<file path="config.mk">
export PLATFORM = sky130hd
export DESIGN_NAME = cks_merge
export DESIGN_NICKNAME = d
export VERILOG_FILES = /design/src/rtl/cks_pkg.sv /design/src/rtl/cks_merge.sv
export SDC_FILE = /design/constraint.sdc
export NUM_CORES = 1
export LEC_CHECK = 0
export ABC_AREA = 1
export BUFFER_PORTS_ARGS = -buffer_cell sky130_fd_sc_hd__clkbuf_2
export CAP_MARGIN = 20
export CORE_MARGIN = 5
export CORE_UTILIZATION = 44
export CTS_CLUSTER_DIAMETER = 30
export CTS_CLUSTER_SIZE = 10
export DETAILED_ROUTE_END_ITERATION = 10
export PLACE_DENSITY = 0.81
export SYNTH_ARGS = -nofsm -noshare
export SYNTH_HDL_FRONTEND = slang
export SYNTH_SLANG_ARGS = --single-unit
</file>
<file path="constraint.sdc">
create_clock -name clk -period 10 [get_ports clk]
set_input_delay 0.5 -clock clk [delete_from_list [all_inputs] [get_ports clk]]
set_output_delay 0.5 -clock clk [all_outputs]
set_load 0.02 [all_outputs]
</file>
<file path="src/rtl/cks_pkg.sv">
`timescale 1ns / 1ps

package cks_pkg;

	localparam int MAX_LINE_WIDTH = 2048;
	localparam int PIXEL_CHANNELS = 3;
	localparam int CHAN_W         = 8;
	localparam int PX_W           = CHAN_W * PIXEL_CHANNELS;
	localparam int ADDR_W         = $clog2(MAX_LINE_WIDTH);
	localparam int ROW_W          = 12;
	localparam int COL_W          = 11;
	localparam int CFG_W          = 12;
	localparam int TUSER_W        = 2;
	localparam int OUT_TDATA_W    = ((PX_W + ROW_W + COL_W + 7) / 8) * 8;
	localparam int SHARP_GAIN     = 5;

	localparam logic [CFG_W-1:0] LINE_WIDTH_RST   = CFG_W'(640);
	localparam logic [CFG_W-1:0] FRAME_HEIGHT_RST = CFG_W'(480);

	// configuration register indexes
	localparam logic REG_LINE_WIDTH   = 1'b0;
	localparam logic REG_FRAME_HEIGHT = 1'b1;

	// tuser bits on the input side
	localparam int TUSER_SOF   = 0;
	localparam int TUSER_FLUSH = 1;

	// where a result's pixel comes from
	typedef enum logic [1:0] {
		SRC_WINDOW,
		SRC_SHARP,
		SRC_UP,
		SRC_MID
	} cks_src_t;

	typedef struct packed {
		logic             sharp;
		logic [PX_W-1:0]  pass_px;
		logic [ROW_W-1:0] row;
		logic [COL_W-1:0] col;
		logic             eof;
	} cks_res_t;

endpackage

</file>
<file path="src/rtl/cks_merge.sv">
`timescale 1ns / 1ps

module cks_merge
	import cks_pkg::*;
(
	input  logic                   clk,
	input  logic                   arst_n,
	input  logic                   valid_s2,
	input  cks_res_t               res_s2,
	input  logic [PX_W-1:0]        sharp_s2,
	output logic                   out_en,
	output logic                   m_tvalid,
	input  logic                   m_tready,
	output logic [OUT_TDATA_W-1:0] m_tdata,
	output logic                   m_tlast
);

	localparam int PAD_W = OUT_TDATA_W - PX_W - ROW_W - COL_W;

	logic                   out_valid_q;
	logic [OUT_TDATA_W-1:0] out_data_q;
	logic                   out_last_q;
	logic [PX_W-1:0]        px;

	assign out_en = !out_valid_q || m_tready;
	assign px     = res_s2.sharp ? sharp_s2 : res_s2.pass_px;

	always_ff @(posedge clk or negedge arst_n) begin
		if (!arst_n) begin
			out_valid_q <= 1'b0;
		end else if (out_en) begin
			out_valid_q <= valid_s2;
		end
	end

	always_ff @(posedge clk) begin
		if (out_en && valid_s2) begin
			out_data_q <= {PAD_W'(0), res_s2.col, res_s2.row, px};
			out_last_q <= res_s2.eof;
		end
	end

	assign m_tvalid = out_valid_q;
	assign m_tdata  = out_data_q;
	assign m_tlast  = out_last_q;

endmodule

</file>
==> flow_summary.rst <==
.. list-table::
   :header-rows: 1

   * - Metric
     - Value
   * - Status
     - completed
   * - Post-detailed-route count of antenna-violating nets
     - 0
   * - PwrDens
     - ~170 nW/um^2
   * - I/O pin cnt
     - about 130
   * - Number of global-route vias before repair
     - between 1000 and 1500
   * - Sequential share of the synthesized area
     - 0.787
   * - Clock edge transition at the registers on the reported setup and hold paths
     - roughly 90 ps
   * - Achievable Freq
     - roughly 0.68 GHz
   * - Leading post-synthesis cells by cell area
     - edfxtp_1 77%, o21ai_0 5.4%, inv_1 5.2%
   * - Die Outline Area
     - 5640 um^2
   * - Routed vias/inst
     - between 4 and 5
   * - Die H
     - ~75 um
   * - Setup-violating endpoint count in the final report
     - 0
   * - Placer congestion estimate
     - slightly above 0.7
   * - Crit path setup slack, layout
     - roughly 8500 ps
   * - Final Max Slew Viols
     - 0
   * - Total nets after synthesis
     - 210
   * - Starting density of the core
     - 0.459
   * - Count of input and output buffers
     - between 100 and 150
   * - Biggest fanout along the worst timing path
     - 3
   * - Count of different cell masters after synthesis
     - 13
   * - Fill cell total of the finished layout
     - roughly 310
   * - Post-cts resize count
     - 0
   * - Synth warnings
     - 0
   * - Clock share of power
     - 0.308
   * - Fraction of post-synthesis cell area in the top cell type by area
     - 0.774
   * - Maximum capacitance violations
     - 0
   * - Total internal power
     - approximately 0.34 mW
   * - Setup CP Type
     - reg -> out
   * - Part of the power in combinational logic
     - 0.133
   * - Headroom to the max-slew limit
     - 0.477
   * - Initial antenna violation count
     - 0
   * - Switching share of power
     - 0.228
   * - Wire length reported by the detailed router
     - 4390 um
   * - Buffers from clock root to sink, at most
     - 2
   * - TritonCTS sink count
     - a little under 50
   * - Root cell of the clock tree
     - clkbuf_8
   * - Power spent charging and discharging nets
     - ~0.10 mW
   * - Seq. cell area
     - roughly 1500 um^2
   * - Crit start category
     - flop
   * - Aggregate negative setup slack
     - 0 ps
   * - Share of the clock period used by the worst path after layout
     - 0.148
   * - GRT Util Overall
     - 0.151
   * - Dominant cell type by area after synthesis
     - edfxtp_1
   * - Number of storage elements in the synthesis netlist
     - approximately 50
   * - TritonRoute pass-1 iters
     - 4
   * - Netlist area before placement
     - about 1900 um^2
   * - TritonCTS clock tree
     - done
   * - Num rows
     - 23
   * - Worst-Skew Late Latency
     - roughly 290 ps
   * - Drt initial violations
     - roughly 50
   * - Proportion of power drawn by flip-flops and latches
     - 0.559
   * - Peak VDD IR
     - 0.0726 mV
   * - Number of instances in the synthesized netlist
     - roughly 130
   * - Shortest period the worst path allows
     - between 1000 and 1500 ps
   * - RSZ-0062 raised after global routing
     - false
   * - Chip width
     - approximately 75 um
   * - H-tree depth reported by CTS
     - 2
   * - Post-layout net count
     - about 340
   * - Post-placement cell area
     - approximately 2500 um^2
   * - Total clock buffers created by CTS
     - 5
   * - Core ar.
     - between 4000 and 5000 um^2
   * - Total overflow reported by the global router
     - 0
   * - Area of the multi-input gates
     - ~250 um^2
   * - Pin count of the biggest net entering global routing
     - 49
   * - Detailed-route DRC error count
     - 0
   * - Diode insertion count for antenna repair
     - 0
   * - CP Data Arrival Time
     - roughly 1000 ps
   * - Post-synthesis area per instance
     - 14.0 um^2
   * - P_leak
     - roughly 1.3 nW
   * - Post-place setup slack
     - approximately 8300 ps
   * - Synth-to-Final Area Change
     - 41.4%
   * - Half-perimeter wire length after placement
     - 3500 um
   * - Fin Clk Skew
     - 7.21 ps
   * - Sort of element at the end of the critical path
     - primary output
   * - Slew at the pin closest to its max-slew limit
     - roughly 800 ps
   * - Critical Path RT
     - about 9500 ps
   * - Final routed wire length divided by cell count
     - roughly 14 um
   * - Wire length of the first global-routing pass
     - 6170 um
   * - Final std cell area, no fill
     - around 2600 um^2
   * - Endpoints failing hold
     - 0
   * - Kind of path behind the tightest hold check
     - in -> reg
   * - Layout cells sized above 1
     - 0.529
   * - Number of vias after detailed routing
     - around 1400
-- cell usage in the layout (no fill, tap or decap) --
master,netlist,layout
clkinv_2,0,1
buf_4,1,1
clkbuf_2,0,126
inv_1,26,26
edfxtp_1,48,48
o21ai_2,4,4
clkbuf_1,1,1
bufinv_16,0,1
clkbuf_8,0,5
dlygate4sd3_1,0,1
a21oi_4,0,1
nand2_1,26,26
o21ai_0,20,20
conb_1,1,1
dfrtp_1,1,1
-- sequential cells by signal, summed over array words and instances, names as in the netlist --
| register | count |
|---|---|
| m_tdata | 47 |
| m_tvalid | 1 |
| m_tlast | 1 |
-- worst max-delay path, stage by stage (launching register included) --
cell,delay (ps)
dfrtp_1,430
nand2_1,100
clkbuf_2,170
-- final timing paths --
kind | from | endpoint | slack (ps) | cells past startpoint
worst max register to register | m_tvalid$_DFFE_PN0P_ | m_tdata[26]$_DFFE_PP_ | 8550 | 2
worst min register to register | m_tvalid$_DFFE_PN0P_ | m_tvalid$_DFFE_PN0P_ | 600 | 2
max in group asynchronous | arst_n | m_tvalid$_DFFE_PN0P_ | 9380 | 2
worst min-delay path | res_s2[0] | m_tlast$_DFFE_PP_ | 380 | 1
worst max-delay path | m_tvalid$_DFFE_PN0P_ | out_en | 8520 | 2
min in group asynchronous | arst_n | m_tvalid$_DFFE_PN0P_ | 540 | 2
-- area by class of cell --
| type | instances | share of cell area |
|---|---|---|
| clock buffer | 6 | 0.0275 |
| tap | 50 | 0.0237 |
| clock inverter | 2 | 0.0133 |
| multi-input combinational | 52 | 0.0959 |
| inverter | 26 | 0.0370 |
| sequential | 49 | 0.557 |
| timing repair buffer | 128 | 0.246 |
-- synth_stat cells, drive strengths merged --
cell,instances
dfrtp,1
a21oi,1
conb,1
inv,26
clkbuf,1
edfxtp,48
nand2,26
o21ai,24
buf,5
-- cells by family (layout without fill, tap and decap cells) --
logic type / count (synthesis) / after routing / synth area share
other: 1 / 1 / 0.00201
AND/OR/NAND/NOR: 26 / 26 / 0.0524
buffers and inverters: 32 / 162 / 0.0833
AO/OA/AOI/OAI: 25 / 25 / 0.0752
flip-flops: 49 / 49 / 0.787
-- what timing repair did --
| item | 4_1_cts | 5_1_grt |
|---|---|---|
| buffers inserted | 0 | 0 |
| endpoints found under the hold margin | 1 | 0 |
| hold buffers | 1 | 0 |
-- power groups by stage --
| stage | sequential (mW) | clock [mW] | combinational (mW) |
|---|---|---|---|
| finish | 0.244 | 0.135 | 0.0584 |
| global route | 0.246 | 0.145 | 0.0641 |
| CTS | 0.245 | 0.137 | 0.0594 |
| detailed placement | 0.249 | 0 | 0.0590 |
| global placement | 0.248 | 0 | 0.0573 |
| floorplan | 0.265 | 0 | 0.0154 |
-- layer usage --
metal,global-route usage,routed length [um],vias to the layer above
met2,0.270,2160,81
met4,0.0632,67,0
met3,0.0574,586,6
met5,0,0,-
li1,-,-,697
met1,0.158,1570,611
-- through the flow --
| stage | total power, mW | util | hold WS [ps] | instances |
|---|---|---|---|---|
| final | 0.437 | 0.649 | 379 | 313 |
| after global routing | 0.455 | 0.649 | 361 | 313 |
| after CTS | 0.441 | 0.649 | 373 | 313 |
| after detailed placement | 0.308 | 0.620 | 276 | 304 |
| after global placement | 0.306 | 0.620 | 275 | 304 |
| after floorplan | 0.281 | - | 204 | 133 |
Note: power is estimated with default switching activity, not from simulation.
