--- src/rtl/cks_pkg.sv ---
`timescale 1ns / 1ps

package cks_pkg;

	localparam int MAX_LINE_WIDTH = 2048;
	localparam int PIXEL_CHANNELS = 3;
	localparam int CHAN_W         = 8;
	localparam int PX_W           = CHAN_W * PIXEL_CHANNELS;
	localparam int ADDR_W         = $clog2(MAX_LINE_WIDTH);
	localparam int ROW_W          = 12;
	localparam int COL_W          = 11;
	localparam int CFG_W          = 12;
	localparam int TUSER_W        = 2;
	localparam int OUT_TDATA_W    = ((PX_W + ROW_W + COL_W + 7) / 8) * 8;
	localparam int SHARP_GAIN     = 5;

	localparam logic [CFG_W-1:0] LINE_WIDTH_RST   = CFG_W'(640);
	localparam logic [CFG_W-1:0] FRAME_HEIGHT_RST = CFG_W'(480);

	// configuration register indexes
	localparam logic REG_LINE_WIDTH   = 1'b0;
	localparam logic REG_FRAME_HEIGHT = 1'b1;

	// tuser bits on the input side
	localparam int TUSER_SOF   = 0;
	localparam int TUSER_FLUSH = 1;

	// where a result's pixel comes from
	typedef enum logic [1:0] {
		SRC_WINDOW,
		SRC_SHARP,
		SRC_UP,
		SRC_MID
	} cks_src_t;

	typedef struct packed {
		logic             sharp;
		logic [PX_W-1:0]  pass_px;
		logic [ROW_W-1:0] row;
		logic [COL_W-1:0] col;
		logic             eof;
	} cks_res_t;

endpackage

--- src/rtl/cks_lane.sv ---
`timescale 1ns / 1ps

module cks_lane
	import cks_pkg::*;
(
	input  logic              clk,
	input  logic              en,
	input  logic [CHAN_W-1:0] centre,
	input  logic [CHAN_W-1:0] left,
	input  logic [CHAN_W-1:0] right,
	input  logic [CHAN_W-1:0] up,
	input  logic [CHAN_W-1:0] down,
	output logic [CHAN_W-1:0] sharp_s2
);

	localparam int SUM_W = CHAN_W + 4;

	logic signed [SUM_W-1:0] gain;
	logic signed [SUM_W-1:0] ring;
	logic signed [SUM_W-1:0] diff;
	logic [CHAN_W-1:0]       clamped;

	always_comb begin
		gain = SUM_W'(centre) * SUM_W'(SHARP_GAIN);
		ring = SUM_W'(left) + SUM_W'(right) + SUM_W'(up) + SUM_W'(down);
		diff = gain - ring;
		if (diff[SUM_W-1]) begin
			clamped = '0;
		end else if (diff[SUM_W-2:CHAN_W] != '0) begin
			clamped = '1;
		end else begin
			clamped = diff[CHAN_W-1:0];
		end
	end

	always_ff @(posedge clk) begin
		if (en) begin
			sharp_s2 <= clamped;
		end
	end

endmodule

--- config.mk ---
export PLATFORM = sky130hd
export DESIGN_NAME = cks_lane
export DESIGN_NICKNAME = d
export VERILOG_FILES = /design/src/rtl/cks_pkg.sv /design/src/rtl/cks_lane.sv
export SDC_FILE = /design/constraint.sdc
export NUM_CORES = 1
export LEC_CHECK = 0
export BUFFER_PORTS_ARGS = -buffer_cell sky130_fd_sc_hd__buf_2
export CAP_MARGIN = 5
export CORE_MARGIN = 2
export CORE_UTILIZATION = 55
export DETAILED_ROUTE_END_ITERATION = 16
export GPL_TIMING_DRIVEN = 0
export PLACE_DENSITY = 0.84
export SETUP_SLACK_MARGIN = 0.5
export SLEW_MARGIN = 25
export SYNTH_ARGS = -nofsm -noshare
export SYNTH_HDL_FRONTEND = slang
export SYNTH_SLANG_ARGS = --single-unit
--- constraint.sdc ---
create_clock -name clk -period 6.9 [get_ports clk]
set_input_delay 1.035 -clock clk [delete_from_list [all_inputs] [get_ports clk]]
set_output_delay 1.035 -clock clk [all_outputs]
set_load 0.02 [all_outputs]
==> impl_metrics.py, run 1 <==
metrics = {
    "synth": {
        "yosysWarnings": 0,
        "ys_seq_area_frac": 0.129,
        "synthesis.instances": 203,
        "synth.most_common_cell": "inv_1",
        "syn_area_per_cell_um2": 9.20,
        "synth_area_leader_cell": "fa_1",
        "synth_area_um2": 1870,
        "ys_ff_latch": 8,
        "synth_area_leaders": "fa_1 32%, inv_1 18%, ha_1 15%, edfxtp_1 13%, a31oi_1 2.7%",
        "synth_ff_type": "edfxtp_1",
        "ys_types": 28,
        "synth_nets": 298,
        "synth_commonest_cells": "91 x inv_1, 30 x fa_1, 23 x ha_1",
        "synth_edf_count": 8,
        "synthArstFlopShare": 0,
        "synth_top_area_frac": 0.322,
    },
    "worst_setup_path": {
        "crit_chain": "buf_2, inv_1, fa_1, inv_1, fa_1, inv_1, fa_1, inv_1, fa_1, inv_1, ha_1, o21ai_0, a21oi_1, mux2_4, nor4_4, a31oi_1",
        "critical_path_arrival_ns": 5.05,
        "path_class": "in -> reg",
        "endpoint_kind": "flip-flop",
        "cpMostUsedCell": "inv_1",
        "worstPathMaxFanout": 8,
        "worstSetupPathDepth": 16,
        "cpPeakStageDelay_ns": 0.54,
        "slowest_stage": "fa_1",
        "cp.required_ns": 6.86,
        "path_buf_inv": 6,
        "crit_path_start": "right[6]",
        "path_delay_family": "adder cells",
        "start_kind": "input port",
    },
    "layout": {
        "fin_nets": 352,
        "nFillCells": 302,
        "layout-drive-gt1-share": 0.243,
        "top_register": "sharp_s2",
        "diodes": 0,
        "largest_reg_flops": 8,
        "syn2layout_area_growth_pct": 17.4,
        "final_cells": 301,
        "top_regs": "sharp_s2: 8 flops",
    },
    "clock_tree": {
        "ctsHoldBuffers": 0,
        "post_cts_buffers": 0,
        "cts_resized": 0,
        "cts_buffer_depth": 2,
        "numClockSinks": 8,
        "htree_levels": 1,
        "cts_root_buf": "clkbuf_4",
        "cts_buffers": 3,
        "cts_tree": "yes",
        "clkSlewWorstSetupHoldPaths_ns": 0.05,
    },
    "min_path": {
        "min-delay-start": "en",
        "min_path_type": "in -> reg",
        "holdPathStages": 1,
    },
    "power": {
        "vdd_ir_drop_max_mv": 0.185,
        "p_per_area_nw_per_um2": 403,
        "total_leakage_power_uw": 0.00129,
    },
    "grt": {
        "grt_pass1_wl_um": 5290,
        "grt_pass1_vias": 1332,
        "track_usage": 0.168,
        "overflow": 0,
        "antenna_found_initial": 0,
        "grt_max_degree": 9,
    },
    "floorplanning": {
        "start_util": 0.564,
        "dieArea_um2": 3880,
        "fp-row-count": 21,
        "die_x_um": 62.3,
        "die-height_um": 62.3,
        "io_pins": 50,
        "core_um2": 3310,
    },
    "timing": {
        "rsz0062_at_grt": "false",
        "setup_viol": 0,
        "fmax_mhz": 197,
        "finalCritPeriodShare": 0.737,
        "slew_headroom": 0.622,
        "layout_setup_ws_ns": 1.82,
        "hold_viol": 0,
        "setup_tns_ns": 0,
        "tightest_slew_ns": 0.567,
        "layout_min_cycle_time_ns": 5.08,
        "slew_viol_final": 0,
    },
    "placed_design": {
        "placed_cells": 298,
        "portBuffers": 49,
        "dp_slack_ns": 1.50,
        "gp_congestion": 0.800,
        "hpwlAfterDp_um": 2720,
    },
    "drt": {
        "dr_total_vias": 1400,
        "post-route-drc-count": 0,
        "first_pass_iters": 4,
        "wl_per_cell_um": 9.55,
        "drtAntennaViolNets": 0,
        "routed_wl_um": 2880,
        "drtIter0Drc": 36,
        "vias_per_cell": 4.65,
    },
    "status": {
        "status": "completed",
    },
    "flow_run": {
        "max_cap_viol_count": 0,
    },
}
==> kinds of logic after synthesis <==
group | count (synthesis) | share of synthesized area
buffers and inverters | 91 | 0.183
adders and majority gates | 53 | 0.476
AOI/OAI and AO/OA | 34 | 0.137
and+or+nand+nor | 9 | 0.0342
DFF | 8 | 0.129
xor gates and xnor gates | 6 | 0.0281
muxes | 2 | 0.0141
==> cell usage in the layout (no fill, tap or decap), types with 2 or more instances in the layout <==
| cell type | n |
|---|---|
| inv_1 | 91 |
| buf_2 | 49 |
| fa_1 | 30 |
| ha_1 | 23 |
| a31oi_1 | 8 |
| edfxtp_1 | 8 |
| a21oi_1 | 7 |
| a21o_1 | 4 |
| xor2_1 | 3 |
| o211ai_1 | 3 |
| xnor2_1 | 3 |
| clkbuf_4 | 3 |
| a211oi_1 | 2 |
| o21ai_0 | 2 |
| nor2_1 | 2 |
| a311oi_2 | 2 |
| nand2_1 | 2 |
==> final timing paths <==
path	endpoint	slack, ns
worst max-delay path	sharp_s2[5]	1.82
worst min-delay path	sharp_s2[4]	1.11
==> area by class of cell <==
type	instances	area [µm²]	share of cell area
Clock buffer	3	22.5	0.0103
Inverter	91	342	0.156
Multi-Input combinational cell	104	1290	0.586
Sequential cell	8	240	0.110
Tap cell	46	57.6	0.0262
Timing Repair Buffer	49	245	0.112
==> metrics by stage <==
step           hold slack [ns]  cell area (µm²)  power (µW)   util
3_3_place_gp              1.37             2170         832  0.656
6_report                  1.11             2190         884  0.663
3_5_place_dp              1.37             2170         857  0.656
4_1_cts                   1.11             2190         893  0.663
5_1_grt                   1.13             2190         990  0.663
2_1_floorplan             1.15             1870         718      -
==> layer usage <==
metal,share of wire,GRT usage
met5,0,0
met4,0.016,0.0583
met3,0.037,0.0109
met2,0.53,0.308
met1,0.41,0.209
==> report_power, final <==
part | total [µW] | switching [µW] | internal, µW
Combinational | 754 | 434 | 319
Clock | 33.1 | 13.4 | 19.7
Sequential | 96.9 | 3.68 | 93.2
Total | 884 | 451 | 432
No activity file was read; power rests on OpenSTA's default activity.
==> inputs of run 2 (changes only) <==
--- a/config.mk
+++ b/config.mk
@@ -8,10 +8,10 @@
 export BUFFER_PORTS_ARGS = -buffer_cell sky130_fd_sc_hd__buf_2
 export CAP_MARGIN = 5
 export CORE_MARGIN = 2
-export CORE_UTILIZATION = 55
+export CORE_UTILIZATION = 49
 export DETAILED_ROUTE_END_ITERATION = 16
 export GPL_TIMING_DRIVEN = 0
-export PLACE_DENSITY = 0.84
+export PLACE_DENSITY = 0.79
 export SETUP_SLACK_MARGIN = 0.5
 export SLEW_MARGIN = 25
 export SYNTH_ARGS = -nofsm -noshare
==> constraint.sdc (replaced) <==
create_clock -name clk -period 4.05 [get_ports clk]
set_input_delay 0.6075 -clock clk [delete_from_list [all_inputs] [get_ports clk]]
set_output_delay 0.6075 -clock clk [all_outputs]
set_load 0.02 [all_outputs]
==> impl_metrics.py, run 2 (synthesized netlist as in run 1, its figures left out) <==
metrics = {
    "clock_tree": {
        "cts_buffers": 3,
        "numClockSinks": 8,
        "ctsHoldBuffers": 0,
        "cts_buffer_depth": 2,
        "htree_levels": 1,
        "cts_tree": "yes",
        "cts_root_buf": "clkbuf_8",
        "clkSlewWorstSetupHoldPaths_ns": 0.04,
    },
    "floorplanning": {
        "die-height_um": 65.7,
        "io_pins": 50,
        "dieArea_um2": 4320,
        "start_util": 0.510,
        "core_um2": 3660,
        "fp-row-count": 22,
        "die_x_um": 65.7,
    },
    "grt": {
        "antenna_found_initial": 0,
        "grt_pass1_vias": 1535,
        "grt_pass1_wl_um": 5980,
        "track_usage": 0.172,
        "grt_max_degree": 9,
        "overflow": 0,
    },
    "worst_setup_path": {
        "worstPathMaxFanout": 7,
        "path_class": "in -> reg",
        "start_kind": "input port",
        "crit_path_start": "down[1]",
        "slowest_stage": "fa_1",
        "cp.required_ns": 4.01,
        "critical_path_arrival_ns": 4.35,
        "path_delay_family": "adder cells",
        "endpoint_kind": "flip-flop",
        "path_buf_inv": 7,
        "crit_chain": "buf_6, inv_4, fa_1, inv_1, fa_1, inv_2, ha_4, inv_2, fa_1, inv_2, ha_4, fa_2, a211oi_2, o21ai_2, and4_1, nor4_4, buf_6, a31oi_2",
        "cpPeakStageDelay_ns": 0.53,
    },
    "layout": {
        "syn2layout_area_growth_pct": 34.3,
        "post-route-cell-area_um2": 2510,
        "final_cell_mix": "84 x inv_1, 47 x buf_2, 29 x fa_1, 15 x ha_1, 11 x buf_4",
        "fin_nets": 364,
        "diodes": 0,
        "largest_reg_flops": 8,
        "top_register": "sharp_s2",
        "final_common_cell": "inv_1",
        "layout-drive-gt1-share": 0.378,
        "ff_latch_area_um2": 240,
        "nFillCells": 290,
        "multiInputGateArea_um2": 1470,
        "final_core_util": 0.685,
        "top_regs": "sharp_s2: 8 flops",
    },
    "drt": {
        "drtAntennaViolNets": 0,
        "dr_total_vias": 1475,
        "drtIter0Drc": 32,
        "first_pass_iters": 4,
        "vias_per_cell": 4.68,
        "post-route-drc-count": 0,
        "routed_wl_um": 3250,
        "wl_per_cell_um": 10.3,
    },
    "power": {
        "p_comb_frac": 0.878,
        "p_per_area_nw_per_um2": 847,
        "p_seq_frac": 0.078,
        "switching_share": 0.465,
        "power.share.clock": 0.044,
        "total_power_uw": 2120,
        "p_sw_uw": 988,
        "vdd_ir_drop_max_mv": 0.409,
        "total_leakage_power_uw": 0.00137,
        "p_int_uw": 1140,
    },
    "flow_run": {
        "max_cap_viol_count": 0,
    },
    "timing": {
        "finalCritPeriodShare": 1.08,
        "slew_viol_final": 0,
        "layout_min_cycle_time_ns": 4.38,
        "slew_headroom": 0.787,
        "rsz0062_at_grt": "true",
        "setup_viol": 8,
        "layout_setup_ws_ns": -0.333,
        "whs_ns": 0.725,
        "tightest_slew_ns": 0.320,
        "hold_viol": 0,
        "fmax_mhz": 228,
    },
    "placed_design": {
        "placed_area_um2": 2280,
        "hpwlAfterDp_um": 2780,
        "portBuffers": 49,
        "gp_congestion": 0.798,
        "dp_slack_ns": -0.772,
    },
    "status": {
        "status": "finished with violations",
        "violations": "negative setup slack",
    },
    "min_path": {
        "min_path_type": "in -> reg",
        "min-delay-start": "en",
    },
}
run 2: cell types whose count changed in the layout (fill, tap and decap cells not counted), sizes merged:
cell / delta
buf: +12
run 2: final timing paths:
path	to	slack (ns)	cells after the start
setup / recovery	sharp_s2[1]	-0.33	18
hold / removal	sharp_s2[5]	0.72	1
run 2: cell type report:
cell class              count  area share
repair buffers             61       0.140
well taps                  48      0.0239
multi-input cells         104       0.585
clock buffers               3      0.0165
inverters                  91       0.139
flip-flops and latches      8      0.0958
run 2: what timing repair did:
item / 4_1_cts / 5_1_grt
pin swaps: 21 / 16
endpoints found under the setup margin: 8 / 8
gates resized for setup: 13 / 10
buffers inserted: 8 / 4
run 2: power groups by stage:
| stage | sequential [µW] | combinational, µW | clock [µW] |
|---|---|---|---|
| detailed placement | 168 | 1490 | 0 |
| floorplan | 229 | 1160 | 0 |
| global route | 170 | 2060 | 99.9 |
| finish | 166 | 1860 | 92.9 |
| CTS | 167 | 1700 | 94.3 |
| global placement | 168 | 1440 | 0 |
run 2: per-stage QoR:
stage | cells | TNS [ns]
5_1_grt | 315 | -3.71
6_report | 315 | -2.48
4_1_cts | 311 | -2.70
3_3_place_gp | 300 | -5.19
3_5_place_dp | 300 | -5.94
2_1_floorplan | 203 | -2.69
run 2: metal layers:
| metal | routed length [µm] | up-vias | part of all wire | track usage |
|---|---|---|---|---|
| li1 | - | 744 | - | - |
| met1 | 1340 | 701 | 0.41 | 0.187 |
| met2 | 1800 | 28 | 0.56 | 0.357 |
| met3 | 82 | 2 | 0.025 | 0.0120 |
| met4 | 21 | 0 | 0.0065 | 0.0313 |
| met5 | 0 | - | 0 | 0 |
==> inputs of run 3 (changes only) <==
--- a/config.mk
+++ b/config.mk
@@ -5,13 +5,14 @@
 export SDC_FILE = /design/constraint.sdc
 export NUM_CORES = 1
 export LEC_CHECK = 0
+export ABC_AREA = 1
 export BUFFER_PORTS_ARGS = -buffer_cell sky130_fd_sc_hd__buf_2
 export CAP_MARGIN = 5
 export CORE_MARGIN = 2
 export CORE_UTILIZATION = 49
 export DETAILED_ROUTE_END_ITERATION = 16
 export GPL_TIMING_DRIVEN = 0
-export PLACE_DENSITY = 0.79
+export PLACE_DENSITY = 0.78
 export SETUP_SLACK_MARGIN = 0.5
 export SLEW_MARGIN = 25
 export SYNTH_ARGS = -nofsm -noshare
==> impl_metrics.py, run 3 <==
metrics = {
    "drt": {
        "routed_wl_um": 3380,
        "first_pass_iters": 4,
        "post-route-drc-count": 0,
        "drtIter0Drc": 33,
        "wl_per_cell_um": 9.21,
        "drtAntennaViolNets": 0,
        "dr_total_vias": 1635,
        "vias_per_cell": 4.46,
    },
    "timing": {
        "layout_min_cycle_time_ns": 4.05,
        "fmax_mhz": 247,
        "slew_viol_final": 0,
        "finalCritPeriodShare": 1.00,
        "setup_viol": 1,
        "tightest_slew_ns": 0.270,
        "setup_tns_ns": -0.00500,
        "whs_ns": 0.723,
        "rsz0062_at_grt": "true",
        "slew_headroom": 0.819,
        "layout_setup_ws_ns": -0.00500,
        "hold_viol": 0,
    },
    "placed_design": {
        "gp_congestion": 0.881,
        "placed_cells": 356,
        "portBuffers": 49,
        "placed_area_um2": 2400,
        "hpwlAfterDp_um": 2970,
    },
    "layout": {
        "syn2layout_area_growth_pct": 30.9,
        "largest_reg_flops": 8,
        "final_cell_mix": "100 x inv_1, 45 x buf_2, 31 x nand2_1, 29 x fa_1, 17 x ha_1",
        "final_common_cell": "inv_1",
        "post-route-cell-area_um2": 2600,
        "fin_nets": 414,
        "top_register": "sharp_s2",
        "diodes": 0,
        "top_regs": "sharp_s2: 8 flops",
        "final_cells": 367,
        "layout-drive-gt1-share": 0.360,
    },
    "clock_tree": {
        "numClockSinks": 8,
        "cts_tree": "yes",
        "cts_buffer_depth": 2,
        "cts_root_buf": "clkbuf_8",
        "htree_levels": 1,
        "clkSlewWorstSetupHoldPaths_ns": 0.04,
        "cts_buffers": 3,
    },
    "synth": {
        "synth_edf_count": 8,
        "synth_area_leader_cell": "fa_1",
        "synth_top_area_frac": 0.302,
        "synth_ff_type": "edfxtp_1",
        "synth_commonest_cells": "112 x inv_1, 43 x nand2_1, 30 x fa_1",
        "yosysWarnings": 0,
        "syn_area_per_cell_um2": 7.74,
        "ys_types": 17,
        "synth.most_common_cell": "inv_1",
        "synth_nets": 352,
        "synth_area_um2": 1990,
        "synthesis.instances": 257,
        "synthArstFlopShare": 0,
        "ys_ff_latch": 8,
        "ys_seq_area_frac": 0.121,
        "synth_area_leaders": "fa_1 30%, inv_1 21%, ha_1 14%, edfxtp_1 12%, nand2_1 8.1%",
    },
    "min_path": {
        "min_path_type": "in -> reg",
    },
    "grt": {
        "track_usage": 0.171,
        "overflow": 0,
        "grt_pass1_wl_um": 6150,
        "antenna_found_initial": 0,
        "grt_max_degree": 9,
        "grt_pass1_vias": 1663,
    },
    "worst_setup_path": {
        "crit_chain": "buf_6, inv_2, fa_1, inv_1, fa_1, inv_1, ha_1, inv_2, fa_1, inv_2, ha_4, fa_2, nand3_2, nand2_4, nand2_4, nand2_1, nand2_1, nand2_2, nor2_4, nand3_2, nand2_1, inv_1",
        "path_buf_inv": 7,
        "endpoint_kind": "flip-flop",
        "path_class": "in -> reg",
        "worstPathMaxFanout": 8,
        "cpPeakStageDelay_ns": 0.52,
        "critical_path_arrival_ns": 4.04,
        "path_delay_family": "adder cells",
        "cp.required_ns": 4.03,
        "start_kind": "input port",
        "slowest_stage": "fa_1",
    },
    "floorplanning": {
        "core_um2": 3940,
        "die-height_um": 67.7,
        "fp-row-count": 23,
        "io_pins": 50,
        "dieArea_um2": 4580,
        "die_x_um": 67.7,
        "start_util": 0.504,
    },
    "power": {
        "total_power_uw": 2100,
        "total_leakage_power_uw": 0.00157,
        "vdd_ir_drop_max_mv": 0.437,
        "p_per_area_nw_per_um2": 807,
    },
    "status": {
        "violations": "negative setup slack",
        "status": "finished with violations",
    },
    "flow_run": {
        "max_cap_viol_count": 0,
    },
}
==> run 3: metal layers <==
| layer | up-vias | wire length (µm) | track usage |
|---|---|---|---|
| met5 | - | 0 | 0 |
| met4 | 0 | 0 | 0.0281 |
| met3 | 0 | 138 | 0.00500 |
| met2 | 36 | 1920 | 0.369 |
| met1 | 765 | 1320 | 0.178 |
| li1 | 834 | - | - |
==> run 3: layout make-up <==
type / count / area (µm²)
Multi-Input combinational cell: 134 / 1490
Timing Repair Buffer: 57 / 330
Sequential cell: 8 / 240
Inverter: 115 / 439
Fill cell: 341 / 1340
Clock buffer: 3 / 41.3
Tap cell: 50 / 62.6
==> run 3: final timing paths <==
kind | start | to | slack [ns] | cells after the start
worst max-delay path | down[1] | sharp_s2[0] | -0.005 | 22
worst min-delay path | en | sharp_s2[0] | 0.72 | 1
==> run 3: kinds of logic (layout without fill, tap and decap cells) <==
logic type,after synthesis,count (layout),synth area share
xor+xnor,6,6,0.0359
fa+ha+maj,53,53,0.447
compound gates,5,5,0.0132
flops,8,8,0.121
buf+inv,115,175,0.217
simple gates,70,70,0.166
==> run 3: repair_timing <==
action,4_1_cts,5_1_grt
setup endpoints to repair,8,8
setup buffers,6,2
endpoints found under the hold margin,0,0
gates cloned,0,0
hold buffers,0,0
pin swaps,31,7
resized for setup,26,7
==> run 3: power by group <==
part / switching (µW) / leakage (µW) / total (µW) / internal [µW]
combinational: 1050 / 0.00147 / 1840 / 792
sequential: 8.62 / 0.0000776 / 171 / 162
clock: 27.3 / 0.0000216 / 91.3 / 64.0
total: 1080 / 0.00157 / 2100 / 1020
==> run 3: stage by stage <==
step / util / setup slack, ns
floorplan: - / 0.0281
global placement: 0.609 / -0.250
detailed placement: 0.609 / -0.314
CTS: 0.650 / 0.0280
global route: 0.660 / -0.226
finish: 0.660 / -0.00500
